$ cat src/hdl/paq_pkg.sv
// Shared types and constants for the priority admission queue.
package paq_pkg;

    localparam int MODE_W   = 3;
    localparam int CLIENT_W = 16;
    localparam int PRIO_W   = 8;
    localparam int KIND_W   = 2;
    localparam int POS_W    = 6;
    localparam int PERIOD_W = 16;

    localparam logic [PERIOD_W-1:0] PERIOD_RESET = 16'd1000;

    // Input transaction modes
    localparam logic [MODE_W-1:0] MODE_ENQ  = 3'd0;
    localparam logic [MODE_W-1:0] MODE_DEQ  = 3'd1;
    localparam logic [MODE_W-1:0] MODE_FREE = 3'd2;
    localparam logic [MODE_W-1:0] MODE_POLL = 3'd3;
    localparam logic [MODE_W-1:0] MODE_TICK = 3'd4;

    // Result kinds
    typedef enum logic [KIND_W-1:0] {
        KIND_POS    = 2'd0,
        KIND_ADMIT  = 2'd1,
        KIND_POLL   = 2'd2,
        KIND_REJECT = 2'd3
    } t_kind;

    // One waiting-list entry as held in the entry memory
    typedef struct packed {
        logic [PRIO_W-1:0]   prio;
        logic [CLIENT_W-1:0] client;
    } t_entry;

endpackage

$ cat src/hdl/priority_admission_queue.sv
// Top level of the priority admission queue: period register, sequencer
// and entry memory.
//
//  channel  | direction | handshake                | payload
//  ---------+-----------+--------------------------+---------------------------------
//  input    | in        | i_in_valid / o_in_ready  | i_mode, i_client_id, i_priority_req
//  result   | out       | o_out_valid / i_out_ready| o_kind, o_client_out, o_position,
//           |           |                          | o_last, o_queue_count
//  config   | in        | i_cfg_valid / o_cfg_ready| i_cfg_data (update period)
//
// One transaction at a time; the walk over the entry memory moves one entry
// per cycle through its single read and single write port.
// Enqueue moves entries of larger priority up one slot, then writes the
// new entry into the hole; a full list rejects it. Dequeue and poll search
// from the front; free slot admits the front entry and closes the gap; a
// broadcast sends one update per entry. Tick without broadcast and ignored modes end in idle.
// Result stalls hold the walk; a new transaction is taken once the walk ends,
// even while the last result still waits in the output register.
// Reset is synchronous; the entry memory needs no clearing pass.
module priority_admission_queue
    import paq_pkg::*;
#(
    parameter int QUEUE_DEPTH = 32
) (
    input  logic                i_clk,
    input  logic                i_rst_n,
    input  logic                i_in_valid,
    output logic                o_in_ready,
    input  logic [MODE_W-1:0]   i_mode,
    input  logic [CLIENT_W-1:0] i_client_id,
    input  logic [PRIO_W-1:0]   i_priority_req,
    output logic                o_out_valid,
    input  logic                i_out_ready,
    output logic [KIND_W-1:0]   o_kind,
    output logic [CLIENT_W-1:0] o_client_out,
    output logic [POS_W-1:0]    o_position,
    output logic                o_last,
    output logic [POS_W-1:0]    o_queue_count,
    input  logic                i_cfg_valid,
    output logic                o_cfg_ready,
    input  logic [PERIOD_W-1:0] i_cfg_data
);

    localparam int AW = $clog2(QUEUE_DEPTH);
    localparam int CW = $clog2(QUEUE_DEPTH + 1);

    logic [PERIOD_W-1:0] r_period;
    logic                mem_wr_en;
    logic [AW-1:0]       mem_wr_addr;
    t_entry              mem_wr_data;
    logic                mem_rd_en;
    logic [AW-1:0]       mem_rd_addr;
    t_entry              mem_rd_data;
    logic [CW-1:0]       count;

    // Update period register; always writable
    assign o_cfg_ready = 1'b1;

    always_ff @(posedge i_clk) begin
        if (!i_rst_n) begin
            r_period <= PERIOD_RESET;
        end else if (i_cfg_valid) begin
            r_period <= i_cfg_data;
        end
    end

    paq_ctrl #(
        .QUEUE_DEPTH (QUEUE_DEPTH),
        .AW          (AW),
        .CW          (CW)
    ) u_ctrl (
        .i_clk          (i_clk),
        .i_rst_n        (i_rst_n),
        .i_in_valid     (i_in_valid),
        .o_in_ready     (o_in_ready),
        .i_mode         (i_mode),
        .i_client_id    (i_client_id),
        .i_priority_req (i_priority_req),
        .i_period       (r_period),
        .o_out_valid    (o_out_valid),
        .i_out_ready    (i_out_ready),
        .o_kind         (o_kind),
        .o_client_out   (o_client_out),
        .o_position     (o_position),
        .o_last         (o_last),
        .o_queue_count  (o_queue_count),
        .o_wr_en        (mem_wr_en),
        .o_wr_addr      (mem_wr_addr),
        .o_wr_data      (mem_wr_data),
        .o_rd_en        (mem_rd_en),
        .o_rd_addr      (mem_rd_addr),
        .i_rd_data      (mem_rd_data),
        .o_count        (count)
    );

    paq_mem #(
        .QUEUE_DEPTH (QUEUE_DEPTH),
        .AW          (AW)
    ) u_mem (
        .i_clk     (i_clk),
        .i_wr_en   (mem_wr_en),
        .i_wr_addr (mem_wr_addr),
        .i_wr_data (mem_wr_data),
        .i_rd_en   (mem_rd_en),
        .i_rd_addr (mem_rd_addr),
        .o_rd_data (mem_rd_data)
    );

    // Entry count never exceeds the list depth
    a_count_bound: assert property (@(posedge i_clk) disable iff (!i_rst_n)
        count <= CW'(QUEUE_DEPTH))
        else $error("entry count above depth");

    // Entry count moves by at most one per cycle
    a_count_step: assert property (@(posedge i_clk) disable iff (!i_rst_n)
        (count == $past(count)) || (count == CW'($past(count) + 1'b1)) ||
        (count == CW'($past(count) - 1'b1)))
        else $error("entry count jumped");

    // Admit, poll and reject results are single and so always final
    a_single_last: assert property (@(posedge i_clk) disable iff (!i_rst_n)
        (o_out_valid && (o_kind != KIND_POS)) |-> o_last)
        else $error("single result without last");

endmodule

$ cat src/hdl/paq_mem.sv
// Entry memory: one write port, one read port with registered read data.
module paq_mem
    import paq_pkg::*;
#(
    parameter int QUEUE_DEPTH = 32,
    parameter int AW          = 5
) (
    input  logic          i_clk,
    input  logic          i_wr_en,
    input  logic [AW-1:0] i_wr_addr,
    input  t_entry        i_wr_data,
    input  logic          i_rd_en,
    input  logic [AW-1:0] i_rd_addr,
    output t_entry        o_rd_data
);

    t_entry r_mem [QUEUE_DEPTH];
    t_entry r_rd_data;

    // Write port
    always_ff @(posedge i_clk) begin
        if (i_wr_en) begin
            r_mem[i_wr_addr] <= i_wr_data;
        end
    end

    // Read port, data held while not enabled
    always_ff @(posedge i_clk) begin
        if (i_rd_en) begin
            r_rd_data <= r_mem[i_rd_addr];
        end
    end

    assign o_rd_data = r_rd_data;

endmodule

$ cat src/hdl/paq_ctrl.sv
// Sequencer: walks the entry memory one entry per cycle unless a result stall
// holds it (insert, search, removal, broadcast); holds the timer and the result register.
module paq_ctrl
    import paq_pkg::*;
#(
    parameter int QUEUE_DEPTH = 32,
    parameter int AW          = 5,
    parameter int CW          = 6
) (
    input  logic                i_clk,
    input  logic                i_rst_n,
    // input channel
    input  logic                i_in_valid,
    output logic                o_in_ready,
    input  logic [MODE_W-1:0]   i_mode,
    input  logic [CLIENT_W-1:0] i_client_id,
    input  logic [PRIO_W-1:0]   i_priority_req,
    // configuration
    input  logic [PERIOD_W-1:0] i_period,
    // result channel
    output logic                o_out_valid,
    input  logic                i_out_ready,
    output logic [KIND_W-1:0]   o_kind,
    output logic [CLIENT_W-1:0] o_client_out,
    output logic [POS_W-1:0]    o_position,
    output logic                o_last,
    output logic [POS_W-1:0]    o_queue_count,
    // entry memory
    output logic                o_wr_en,
    output logic [AW-1:0]       o_wr_addr,
    output t_entry              o_wr_data,
    output logic                o_rd_en,
    output logic [AW-1:0]       o_rd_addr,
    input  t_entry              i_rd_data,
    // status
    output logic [CW-1:0]       o_count
);

    localparam int XW = (CW > POS_W) ? CW : POS_W;

    typedef enum logic [2:0] {
        S_IDLE,
        S_INS,
        S_INS_FIN,
        S_SRCH,
        S_SHIFT,
        S_FREE,
        S_REJ,
        S_BCAST
    } t_state;

    t_state                r_state, n_state;
    logic [CW-1:0]         r_count, n_count;
    logic [CW-1:0]         r_idx, n_idx;
    logic                  r_dirty, n_dirty;
    logic                  r_run, n_run;
    logic [PERIOD_W-1:0]   r_tick, n_tick;
    logic                  r_poll, n_poll;
    logic [CLIENT_W-1:0]   r_cid, n_cid;
    logic [PRIO_W-1:0]     r_prio, n_prio;
    logic                  r_out_valid, n_out_valid;
    t_kind                 r_out_kind, n_out_kind;
    logic [CLIENT_W-1:0]   r_out_client, n_out_client;
    logic [POS_W-1:0]      r_out_pos, n_out_pos;
    logic                  r_out_last, n_out_last;
    logic [POS_W-1:0]      r_out_count, n_out_count;

    logic [CW-1:0]         idx_p1, idx_p2, idx_m1, idx_m2, cnt_m1, cnt_p1;
    logic [XW-1:0]         pos_x, cnt_x, cnt_m1_x;
    logic [PERIOD_W-1:0]   tick_p1, period_eff;
    logic                  slot_free;

    // Index arithmetic for the walk
    assign idx_p1   = r_idx + CW'(1);
    assign idx_p2   = r_idx + CW'(2);
    assign idx_m1   = r_idx - CW'(1);
    assign idx_m2   = r_idx - CW'(2);
    assign cnt_m1   = r_count - CW'(1);
    assign cnt_p1   = r_count + CW'(1);
    assign pos_x    = XW'(r_idx) + XW'(1);
    assign cnt_x    = XW'(r_count);
    assign cnt_m1_x = XW'(cnt_m1);

    // Timer helpers; a zero period behaves as one
    assign tick_p1    = r_tick + PERIOD_W'(1);
    assign period_eff = (i_period == '0) ? PERIOD_W'(1) : i_period;

    // Result register may be loaded when empty or being drained
    assign slot_free = !r_out_valid || i_out_ready;

    always_comb begin
        n_state      = r_state;
        n_count      = r_count;
        n_idx        = r_idx;
        n_dirty      = r_dirty;
        n_run        = r_run;
        n_tick       = r_tick;
        n_poll       = r_poll;
        n_cid        = r_cid;
        n_prio       = r_prio;
        n_out_valid  = r_out_valid && !i_out_ready;
        n_out_kind   = r_out_kind;
        n_out_client = r_out_client;
        n_out_pos    = r_out_pos;
        n_out_last   = r_out_last;
        n_out_count  = r_out_count;
        o_wr_en      = 1'b0;
        o_wr_addr    = r_idx[AW-1:0];
        o_wr_data    = i_rd_data;
        o_rd_en      = 1'b0;
        o_rd_addr    = idx_p1[AW-1:0];

        case (r_state)
            S_IDLE: begin
                if (i_in_valid) begin
                    n_cid  = i_client_id;
                    n_prio = i_priority_req;
                    case (i_mode)
                        MODE_ENQ: begin
                            if (r_count >= CW'(QUEUE_DEPTH)) begin
                                n_state = S_REJ;
                            end else begin
                                n_dirty = 1'b1;
                                if (r_count == '0) begin
                                    n_run   = 1'b1;
                                    n_tick  = '0;
                                    n_idx   = '0;
                                    n_state = S_INS_FIN;
                                end else begin
                                    o_rd_en   = 1'b1;
                                    o_rd_addr = cnt_m1[AW-1:0];
                                    n_idx     = r_count;
                                    n_state   = S_INS;
                                end
                            end
                        end
                        MODE_DEQ: begin
                            n_dirty   = 1'b1;
                            n_poll    = 1'b0;
                            n_idx     = '0;
                            o_rd_en   = 1'b1;
                            o_rd_addr = '0;
                            n_state   = S_SRCH;
                        end
                        MODE_FREE: begin
                            if (r_count != '0) begin
                                n_dirty   = 1'b1;
                                o_rd_en   = 1'b1;
                                o_rd_addr = '0;
                                n_state   = S_FREE;
                            end
                        end
                        MODE_POLL: begin
                            n_poll    = 1'b1;
                            n_idx     = '0;
                            o_rd_en   = 1'b1;
                            o_rd_addr = '0;
                            n_state   = S_SRCH;
                        end
                        MODE_TICK: begin
                            if (r_run) begin
                                if (tick_p1 >= period_eff) begin
                                    n_tick = '0;
                                    if (r_dirty) begin
                                        n_dirty = 1'b0;
                                        if (r_count != '0) begin
                                            o_rd_en   = 1'b1;
                                            o_rd_addr = '0;
                                            n_idx     = '0;
                                            n_state   = S_BCAST;
                                        end
                                    end
                                    if (r_count == '0) begin
                                        n_run = 1'b0;
                                    end
                                end else begin
                                    n_tick = tick_p1;
                                end
                            end
                        end
                        default: ;
                    endcase
                end
            end

            // Move larger priorities up one slot until the hole is in place
            S_INS: begin
                if (i_rd_data.prio > r_prio) begin
                    o_wr_en   = 1'b1;
                    o_wr_addr = r_idx[AW-1:0];
                    o_wr_data = i_rd_data;
                    n_idx     = idx_m1;
                    if (idx_m1 == '0) begin
                        n_state = S_INS_FIN;
                    end else begin
                        o_rd_en   = 1'b1;
                        o_rd_addr = idx_m2[AW-1:0];
                    end
                end else begin
                    n_state = S_INS_FIN;
                end
            end

            S_INS_FIN: begin
                o_wr_en          = 1'b1;
                o_wr_addr        = r_idx[AW-1:0];
                o_wr_data.prio   = r_prio;
                o_wr_data.client = r_cid;
                n_count          = cnt_p1;
                n_state          = S_IDLE;
            end

            // Read data holds entry r_idx; the next entry is fetched ahead
            S_SRCH: begin
                if (r_idx >= r_count) begin
                    if (!r_poll) begin
                        n_state = S_IDLE;
                    end else if (slot_free) begin
                        n_out_valid  = 1'b1;
                        n_out_kind   = KIND_POLL;
                        n_out_client = r_cid;
                        n_out_pos    = '0;
                        n_out_last   = 1'b1;
                        n_out_count  = cnt_x[POS_W-1:0];
                        n_state      = S_IDLE;
                    end
                end else if (i_rd_data.client == r_cid) begin
                    if (!r_poll) begin
                        o_rd_en = 1'b1;
                        n_state = S_SHIFT;
                    end else if (slot_free) begin
                        n_out_valid  = 1'b1;
                        n_out_kind   = KIND_POLL;
                        n_out_client = r_cid;
                        n_out_pos    = pos_x[POS_W-1:0];
                        n_out_last   = 1'b1;
                        n_out_count  = cnt_x[POS_W-1:0];
                        n_state      = S_IDLE;
                    end
                end else begin
                    o_rd_en = 1'b1;
                    n_idx   = idx_p1;
                end
            end

            // Close the hole at r_idx; read data holds entry r_idx + 1
            S_SHIFT: begin
                if (idx_p1 < r_count) begin
                    o_wr_en   = 1'b1;
                    o_wr_addr = r_idx[AW-1:0];
                    o_wr_data = i_rd_data;
                    o_rd_en   = 1'b1;
                    o_rd_addr = idx_p2[AW-1:0];
                    n_idx     = idx_p1;
                end else begin
                    n_count = cnt_m1;
                    n_state = S_IDLE;
                end
            end

            // Admit the front entry, then remove it
            S_FREE: begin
                if (slot_free) begin
                    n_out_valid  = 1'b1;
                    n_out_kind   = KIND_ADMIT;
                    n_out_client = i_rd_data.client;
                    n_out_pos    = '0;
                    n_out_last   = 1'b1;
                    n_out_count  = cnt_m1_x[POS_W-1:0];
                    o_rd_en      = 1'b1;
                    o_rd_addr    = AW'(1);
                    n_idx        = '0;
                    n_state      = S_SHIFT;
                end
            end

            S_REJ: begin
                if (slot_free) begin
                    n_out_valid  = 1'b1;
                    n_out_kind   = KIND_REJECT;
                    n_out_client = r_cid;
                    n_out_pos    = '0;
                    n_out_last   = 1'b1;
                    n_out_count  = cnt_x[POS_W-1:0];
                    n_state      = S_IDLE;
                end
            end

            // One position update per entry, front first
            S_BCAST: begin
                if (slot_free) begin
                    n_out_valid  = 1'b1;
                    n_out_kind   = KIND_POS;
                    n_out_client = i_rd_data.client;
                    n_out_pos    = pos_x[POS_W-1:0];
                    n_out_last   = (idx_p1 == r_count);
                    n_out_count  = cnt_x[POS_W-1:0];
                    if (idx_p1 == r_count) begin
                        n_state = S_IDLE;
                    end else begin
                        o_rd_en = 1'b1;
                        n_idx   = idx_p1;
                    end
                end
            end

            default: begin
                n_state = S_IDLE;
            end
        endcase
    end

    // State and registered outputs
    always_ff @(posedge i_clk) begin
        if (!i_rst_n) begin
            r_state     <= S_IDLE;
            r_count     <= '0;
            r_idx       <= '0;
            r_dirty     <= 1'b0;
            r_run       <= 1'b0;
            r_tick      <= '0;
            r_poll      <= 1'b0;
            r_out_valid <= 1'b0;
        end else begin
            r_state      <= n_state;
            r_count      <= n_count;
            r_idx        <= n_idx;
            r_dirty      <= n_dirty;
            r_run        <= n_run;
            r_tick       <= n_tick;
            r_poll       <= n_poll;
            r_cid        <= n_cid;
            r_prio       <= n_prio;
            r_out_valid  <= n_out_valid;
            r_out_kind   <= n_out_kind;
            r_out_client <= n_out_client;
            r_out_pos    <= n_out_pos;
            r_out_last   <= n_out_last;
            r_out_count  <= n_out_count;
        end
    end

    assign o_in_ready    = (r_state == S_IDLE);
    assign o_out_valid   = r_out_valid;
    assign o_kind        = r_out_kind;
    assign o_client_out  = r_out_client;
    assign o_position    = r_out_pos;
    assign o_last        = r_out_last;
    assign o_queue_count = r_out_count;
    assign o_count       = r_count;

endmodule
$ cat config.mk
export PLATFORM = sky130hd
export DESIGN_NAME = priority_admission_queue
export DESIGN_NICKNAME = d
export VERILOG_FILES = /design/src/hdl/paq_pkg.sv /design/src/hdl/priority_admission_queue.sv /design/src/hdl/paq_mem.sv /design/src/hdl/paq_ctrl.sv
export SDC_FILE = /design/constraint.sdc
export NUM_CORES = 1
export LEC_CHECK = 0
export BUFFER_PORTS_ARGS = -buffer_cell sky130_fd_sc_hd__buf_2
export CAP_MARGIN = 20
export CORE_MARGIN = 8
export CORE_UTILIZATION = 50
export DETAILED_ROUTE_END_ITERATION = 10
export PLACE_DENSITY = 0.68
export SYNTH_ARGS = -nofsm -noshare
export SYNTH_HDL_FRONTEND = slang
export SYNTH_HIERARCHICAL = 1
export SYNTH_SLANG_ARGS = --single-unit
$ cat constraint.sdc
create_clock -name i_clk -period 4.3 [get_ports i_clk]
set_clock_uncertainty 0.1 [all_clocks]
set_input_delay 0.645 -clock i_clk [delete_from_list [all_inputs] [get_ports i_clk]]
set_output_delay 0.645 -clock i_clk [all_outputs]
set_load 0.02 [all_outputs]
# After elaboration in Yosys (flattened, before gate mapping)
# Memory sizes are Yosys's and may differ from the RTL's. A register that Yosys moved wholly into a read port is not among the register bits.
# Index checks and enable logic that the tools add are counted.
[op_classes] magnitude_cmp=5 n_eq_ne=41 add_sub_neg=7 reduce_logical=37 muxes=130
[op_table] cell="two-way mux 16 bit" n=10
[op_table] cell="two-way mux 6 bit" n=26
[op_table] cell="two-way mux 5 bit" n=11
[op_table] cell="two-way mux 3 bit" n=18
[op_table] cell="case mux 6 bit (3 select lines)" n=3
[op_table] cell="case mux 16 bit (3 select lines)" n=1
[op_table] cell="case mux 5 bit (4 select lines)" n=2
[op_table] cell="two-way mux 1 bit" n=36
[op_table] cell="case mux 6 bit (6 select lines)" n=1
[op_table] cell="case mux 16 bit (2 select lines)" n=1
[op_table] cell="two-way mux 24 bit" n=1
[op_table] cell="inequality test 2 x 1 -> 1 bit, second input constant" n=12
[op_table] cell="case mux 3 bit (8 select lines)" n=1
[op_table] cell="adder 16 x 1 -> 16 bit, second input constant" n=1
[op_table] cell="== test 16 bit" n=1
[op_table] cell=">= comparator 16 bit" n=1
[op_table] cell="logical NOT 16 bit" n=1
[op_table] cell="two-way mux 2 bit" n=8
[op_table] cell="AND reduction 4 bit" n=4
[op_table] cell="== test 3 bit, second input constant" n=5
[op_table] cell="inequality test 3 x 2 -> 1 bit, second input constant" n=5
[op_table] cell="AND reduction 15 bit" n=1
[op_table] cell="AND reduction 13 bit" n=1
[op_table] cell="adder 6 x 1 -> 6 bit, second input constant" n=2
[op_table] cell="38 further kinds" n=67
[totals] word_cells=237 input_bits=48 n_memories=1 register_bits=106 mem_bits_rw=768
[mem_list] memory="u_mem.r_mem" depth=32 word_bits=24 rd=1 rd_ports_with_merged_regs=1 write_ports=1 line="paq_mem.sv:17" rtl="t_entry r_mem [QUEUE_DEPTH];"

# Longest topological paths before layout
[depth] ltp_word=8 depth_mapped=23 mapped_depth_nobuf=19

# By module
# Netlist, hierarchy kept.
[by_module_without_submodules] mod="paq_mem" n_inst=1 cells_per_inst=1711 area_each_um2=30723.2 seq_area_each_um2=23782.8
[by_module_without_submodules] mod="paq_ctrl" n_inst=1 cells_per_inst=736 area_each_um2=6671.4 seq_area_each_um2=2352.3
[by_module_without_submodules] mod="priority_admission_queue" n_inst=1 cells_per_inst=53 area_each_um2=611.8 seq_area_each_um2=320.3

# Least setup slack after synthesis
# No wires, ideal clock.
[synth_timing] path_kind="register to register" start="register u_ctrl.r_tick[0]" end="register, netlist name u_mem/o_rd_data[10]" path_stages_with_launch=22 n_path_buf=3 period_less_slack_ns=4.466 arrival_ns=4.103 setup_ns=0.263 path_slack_ns=-0.166 cell_sequence="dfxtp_1 -> ha_1 -> and3_1 -> nand3_1 -> nor2b_1 -> nand3_1 -> xnor2_1 -> ha_1 -> nand4_1 -> nor2_1 -> nor4_2 -> o21a_1 -> or2_2 -> a31oi_1 -> o41ai_1 -> buf_4 -> buf_4 -> buf_4 -> mux2i_1 -> a21oi_1 -> a31oi_1 -> nand3_1"
[synth_via] elab_chain_len=7 elab_cells_between_ends=12
[synth_lines] element="from (decl)" line="paq_ctrl.sv:57" rtl="logic [PERIOD_W-1:0] r_tick, n_tick;"
[synth_lines] element="from (signal assigned)" line="paq_ctrl.sv:330" rtl="r_tick <= n_tick;"
[synth_lines] element="adder 16 x 1 -> 16 bit" line="paq_ctrl.sv:85" rtl="assign tick_p1 = r_tick + PERIOD_W'(1);"
[synth_lines] element=">= comparator 16 bit" line="paq_ctrl.sv:162" rtl="if (tick_p1 >= period_eff) begin"
[synth_lines] element="two-way mux 5 bit" line="paq_ctrl.sv:162"
[synth_lines] element="two-way mux 5 bit" line="paq_ctrl.sv:161" rtl="if (r_run) begin"
[synth_lines] element="case mux 5 bit (4 select lines)" line="paq_ctrl.sv:118" rtl="case (i_mode)"
[synth_lines] element="two-way mux 5 bit" line="paq_ctrl.sv:115" rtl="if (i_in_valid) begin"
[synth_lines] element="case mux 5 bit (4 select lines)" line="paq_ctrl.sv:113" rtl="case (r_state)"
[synth_lines] element="via mem_rd_addr[0]" line="priority_admission_queue.sv:52" rtl="logic [AW-1:0] mem_rd_addr;"
# The timed path passes the listed nets, and every way through them passes these cells.
# A chain may end at the register's enable or synchronous reset.

# Final worst setup path
[layout_timing] start="register u_ctrl.r_tick[0]" end="register, netlist name u_mem/o_rd_data[8]"
[layout_via] elab_chain_len=7 elab_cells_between_ends=12
[layout_lines] element="adder 16 x 1 -> 16 bit" line="paq_ctrl.sv:85"
[layout_lines] element=">= comparator 16 bit" line="paq_ctrl.sv:162"
[layout_lines] element="two-way mux 5 bit" line="paq_ctrl.sv:162"
[layout_lines] element="two-way mux 5 bit" line="paq_ctrl.sv:161"
[layout_lines] element="case mux 5 bit (4 select lines)" line="paq_ctrl.sv:118"
[layout_lines] element="two-way mux 5 bit" line="paq_ctrl.sv:115"
[layout_lines] element="case mux 5 bit (4 select lines)" line="paq_ctrl.sv:113"
[layout_lines] element="via mem_rd_addr[0]" line="priority_admission_queue.sv:52"
# The timed path passes the listed nets, and every way through them passes these cells.

==> run summary <==
- outcome: finished with violations
- failing checks: negative setup slack
- critical path startpoint category: flip-flop
- YS warnings: 6
- routability congestion estimate from global placement: 0.894
- arrival time of the worst setup path: 5.00 ns
- share of synthesized area occupied by flip-flops and latches: 69.6%
- fraction of final layout cells with drive strength greater than 1: 22.9%
- count of clock tree sinks: 898
- number of endpoints failing setup at the final stage: 24
- number of DRC markers in iteration 0: 1,917
- vias in the first global route: 23.0k
- count of flip-flops with a built-in enable after synthesis: 847
- first-pass iteration count of the detailed router: 6
- Hold Violations, Final: 0
- crit path max fanout: 8
- Primary FF master, synth: edfxtp_1
- power share of the combinational group: 48.8%
- post-synthesis cell area: 0.0380 mm2
- top cells by area in the synthesized netlist: edfxtp_1 (67%), mux2i_1 (11%), dfxtp_1 (2.7%)
- number of max-cap violations: 0
- Power per Cell Area: 849 mW/mm2
- die width: 292 um
- Clock H-tree levels: 3
- final wirelength: 95,100 um
- most frequent cell after synthesis: edfxtp_1
- LEAKAGE: 17.0 nW
- pin count of the biggest net entering global routing: 34
- mean number of vias per cell: 5.92
- IO Port Bufs: 80
- clock network power share: 20.1%
- total via count in the routed design: 22.9k
- Total Power Consumption: 38.5 mW
- clock buffers created by TritonCTS: 89
- final core utilization: 60.0%
- Clock Path Buffers: 3
- clock-pin slew of the registers on the worst-case setup and hold paths: 0.06 ns
- global-route wire length before repair: 142,000 um
- Max-slew headroom: 41.6%
- number of hold-repair buffers added at the cts stage: 0
- area of the die: 0.0851 mm2
- worst setup path class: flip-flop to flip-flop
- number of stages on the worst hold path: 1
- class of the most critical hold timing path: input port to flip-flop
- flop and latch count out of synthesis: 898
- average cell area after synthesis: 15.2 um2
- Switching Fraction: 36.3%
- power spent charging and discharging nets: 14.0 mW
- list of most frequent post-synthesis cells: edfxtp_1 (847), mux2i_1 (407), nand2_1 (143)
- CTS tree: done
- average wire length per cell after detail routing: 24.6 um
- final period utilization: 110%
- worst hold margin: 0.0589 ns
- insertion delay to the later sink of the worst-skew pair: 0.66 ns
- worst setup timing slack at the placement stage: -0.546 ns
- Synth cell types: 83
- sum of net half-perimeters after detailed placement: 59,800 um
- area of the core: 0.0756 mm2
- Max IR drop VDD: 0.000458 V
- cell count after synthesis: 2,500
- initial antenna violation count: 0
- number of top-level pins: 82
- final-layout setup total negative slack: -8.24 ns
- overall die height: 292 um
- Setup WS post-layout: -0.440 ns
- post-synth top area cell: edfxtp_1
- Area growth syn-to-layout: 19.2%
- Setup crit end kind: flip-flop
- effective utilization at floorplan: 50.3%
- max-slew violations: 0
- clock root buffer: clkbuf_16
- relative contribution of sequential cells to total power: 31.1%
- Max Clock Freq: 211 MHz
- setup repair after global routing missed its margin: yes
- Int Pwr: 24.5 mW
- number of nets in the final layout: 2,911
- area share of the largest cell type after synthesis: 66.9%
- detailed-route DRC error count: 0
- Synth async-reset ratio: 0%
- worst path required time: 4.56 ns
- cells on worst reg2reg path: 21
- Worst-Margin Slew: 0.876 ns
- number of nets with antenna violations after detailed routing: 0
- aggregate global routing overflow: 0
- number of rows in the core area: 101
- All-Layer GR Usage: 21.7%
- fin crit period: 4.74 ns
- Post-Syn Nets: 2,594
sequential cells by signal (all words and copies together) (netlist names):
signal                cells
r_period                 16
u_ctrl/o_client_out      16
u_ctrl/o_count            6
u_ctrl/o_kind             2
u_ctrl/o_last             1
u_ctrl/o_out_valid        1
u_ctrl/o_position         6
u_ctrl/o_queue_count      6
u_ctrl/r_cid             16
u_ctrl/r_dirty            1
u_ctrl/r_idx              6
u_ctrl/r_poll             1
u_ctrl/r_prio             8
u_ctrl/r_run              1
u_ctrl/r_state            3
u_ctrl/r_tick            16
u_mem/o_rd_data          24
u_mem/r_mem             768
through the flow:
stage          std cells  area, um2
2_1_floorplan       2500      38100
3_3_place_gp        3674      41500
3_5_place_dp        3674      41500
4_1_cts             3856      45000
5_1_grt             3867      45300
6_report            3868      45300
placed cells by master, fill, tap and decap left out, types with 16 or more instances in the layout:
master,instances
edfxtp_1,847
mux2i_1,394
buf_4,199
nand2_1,142
a21oi_1,113
clkbuf_16,92
nand3_1,83
buf_2,80
a22oi_1,77
nor2_1,61
buf_12,54
a22o_1,49
dfxtp_1,48
o21ai_0,47
ha_1,46
inv_1,43
mux2_2,39
nor3_1,35
nor2_2,34
xnor2_1,28
xor2_1,28
nor2b_1,24
clkinv_2,22
a31oi_1,19
clkbuf_1,17
buf_6,16
per-layer routing:
metal	GRT usage, %	vias to the layer above	share of wire [%]
met5	0	-	0
met3	3.43	150	6.9
met4	6.02	0	2.2
met2	36.4	901	48
li1	-	10300	-
met1	29.5	11600	42
cell type report:
cell class / instances / area (um2)
Antenna cell: 1 / 2.50
Clock buffer: 111 / 2370
Multi-Input combinational cell: 1414 / 10900
Fill cell: 5586 / 30300
Sequential cell: 898 / 26500
Timing Repair Buffer: 369 / 3600
Tap cell: 978 / 1220
Inverter: 45 / 170
Clock inverter: 52 / 543
worst paths after layout:
path	from	to	slack (ns)
hold reg to reg	u_ctrl/r_dirty	u_ctrl/r_dirty	0.39
setup / recovery	u_ctrl/r_tick[0]	u_mem/o_rd_data[8]	-0.44
hold / removal	i_client_id[8]	u_ctrl/r_cid[8]	0.06
setup reg to reg	u_ctrl/r_tick[0]	u_mem/o_rd_data[8]	-0.44
power groups by stage:
stage               registers (mW)  clock network, mW  logic, mW
floorplan                     12.0                  0       10.7
global placement              12.1                  0       16.4
detailed placement            12.2                  0       16.7
CTS                           12.0               7.86       18.1
global route                  12.0               8.19       19.9
finish                        12.0               7.73       18.8
repair_timing:
action,CTS,global route
resized for setup,60,48
hold endpoints to repair,0,0
gates cloned,6,0
pin swaps,30,14
setup buffers,16,10
endpoints found under the setup margin,24,24
kinds of logic (layout without fill, tap and decap cells):
logic type      Yosys count  count (layout)  share of synthesized area (%)
flops                   898             898                           69.6
simple gates            486             486                           6.27
mux                     446             446                           11.9
compound gates          377             377                           6.66
buf+inv                 188             577                           2.73
xor+xnor                 58              58                           1.34
fa+ha+maj                46              46                           1.51
other cells               1               2                        0.00987
critical path, cell delays in order (launching register included):
cell and delay [ns]:
dfxtp_2 0.35, and3_4 0.19, and3_4 0.18, and4_4 0.24, and3_4 0.20, xor2_2 0.14, ha_1 0.25, nand4_1 0.16
nor2_1 0.07, nor4_2 0.33, o21a_1 0.21, or2_4 0.14, a31oi_4 0.08, o41ai_4 0.31, clkbuf_16 0.26, buf_12 0.15
buf_12 0.14, mux2i_2 0.22, a22o_1 0.20, nor3_2 0.07, a31oi_1 0.24, nand3_1 0.19
No activity file was read; power rests on OpenSTA's default activity.
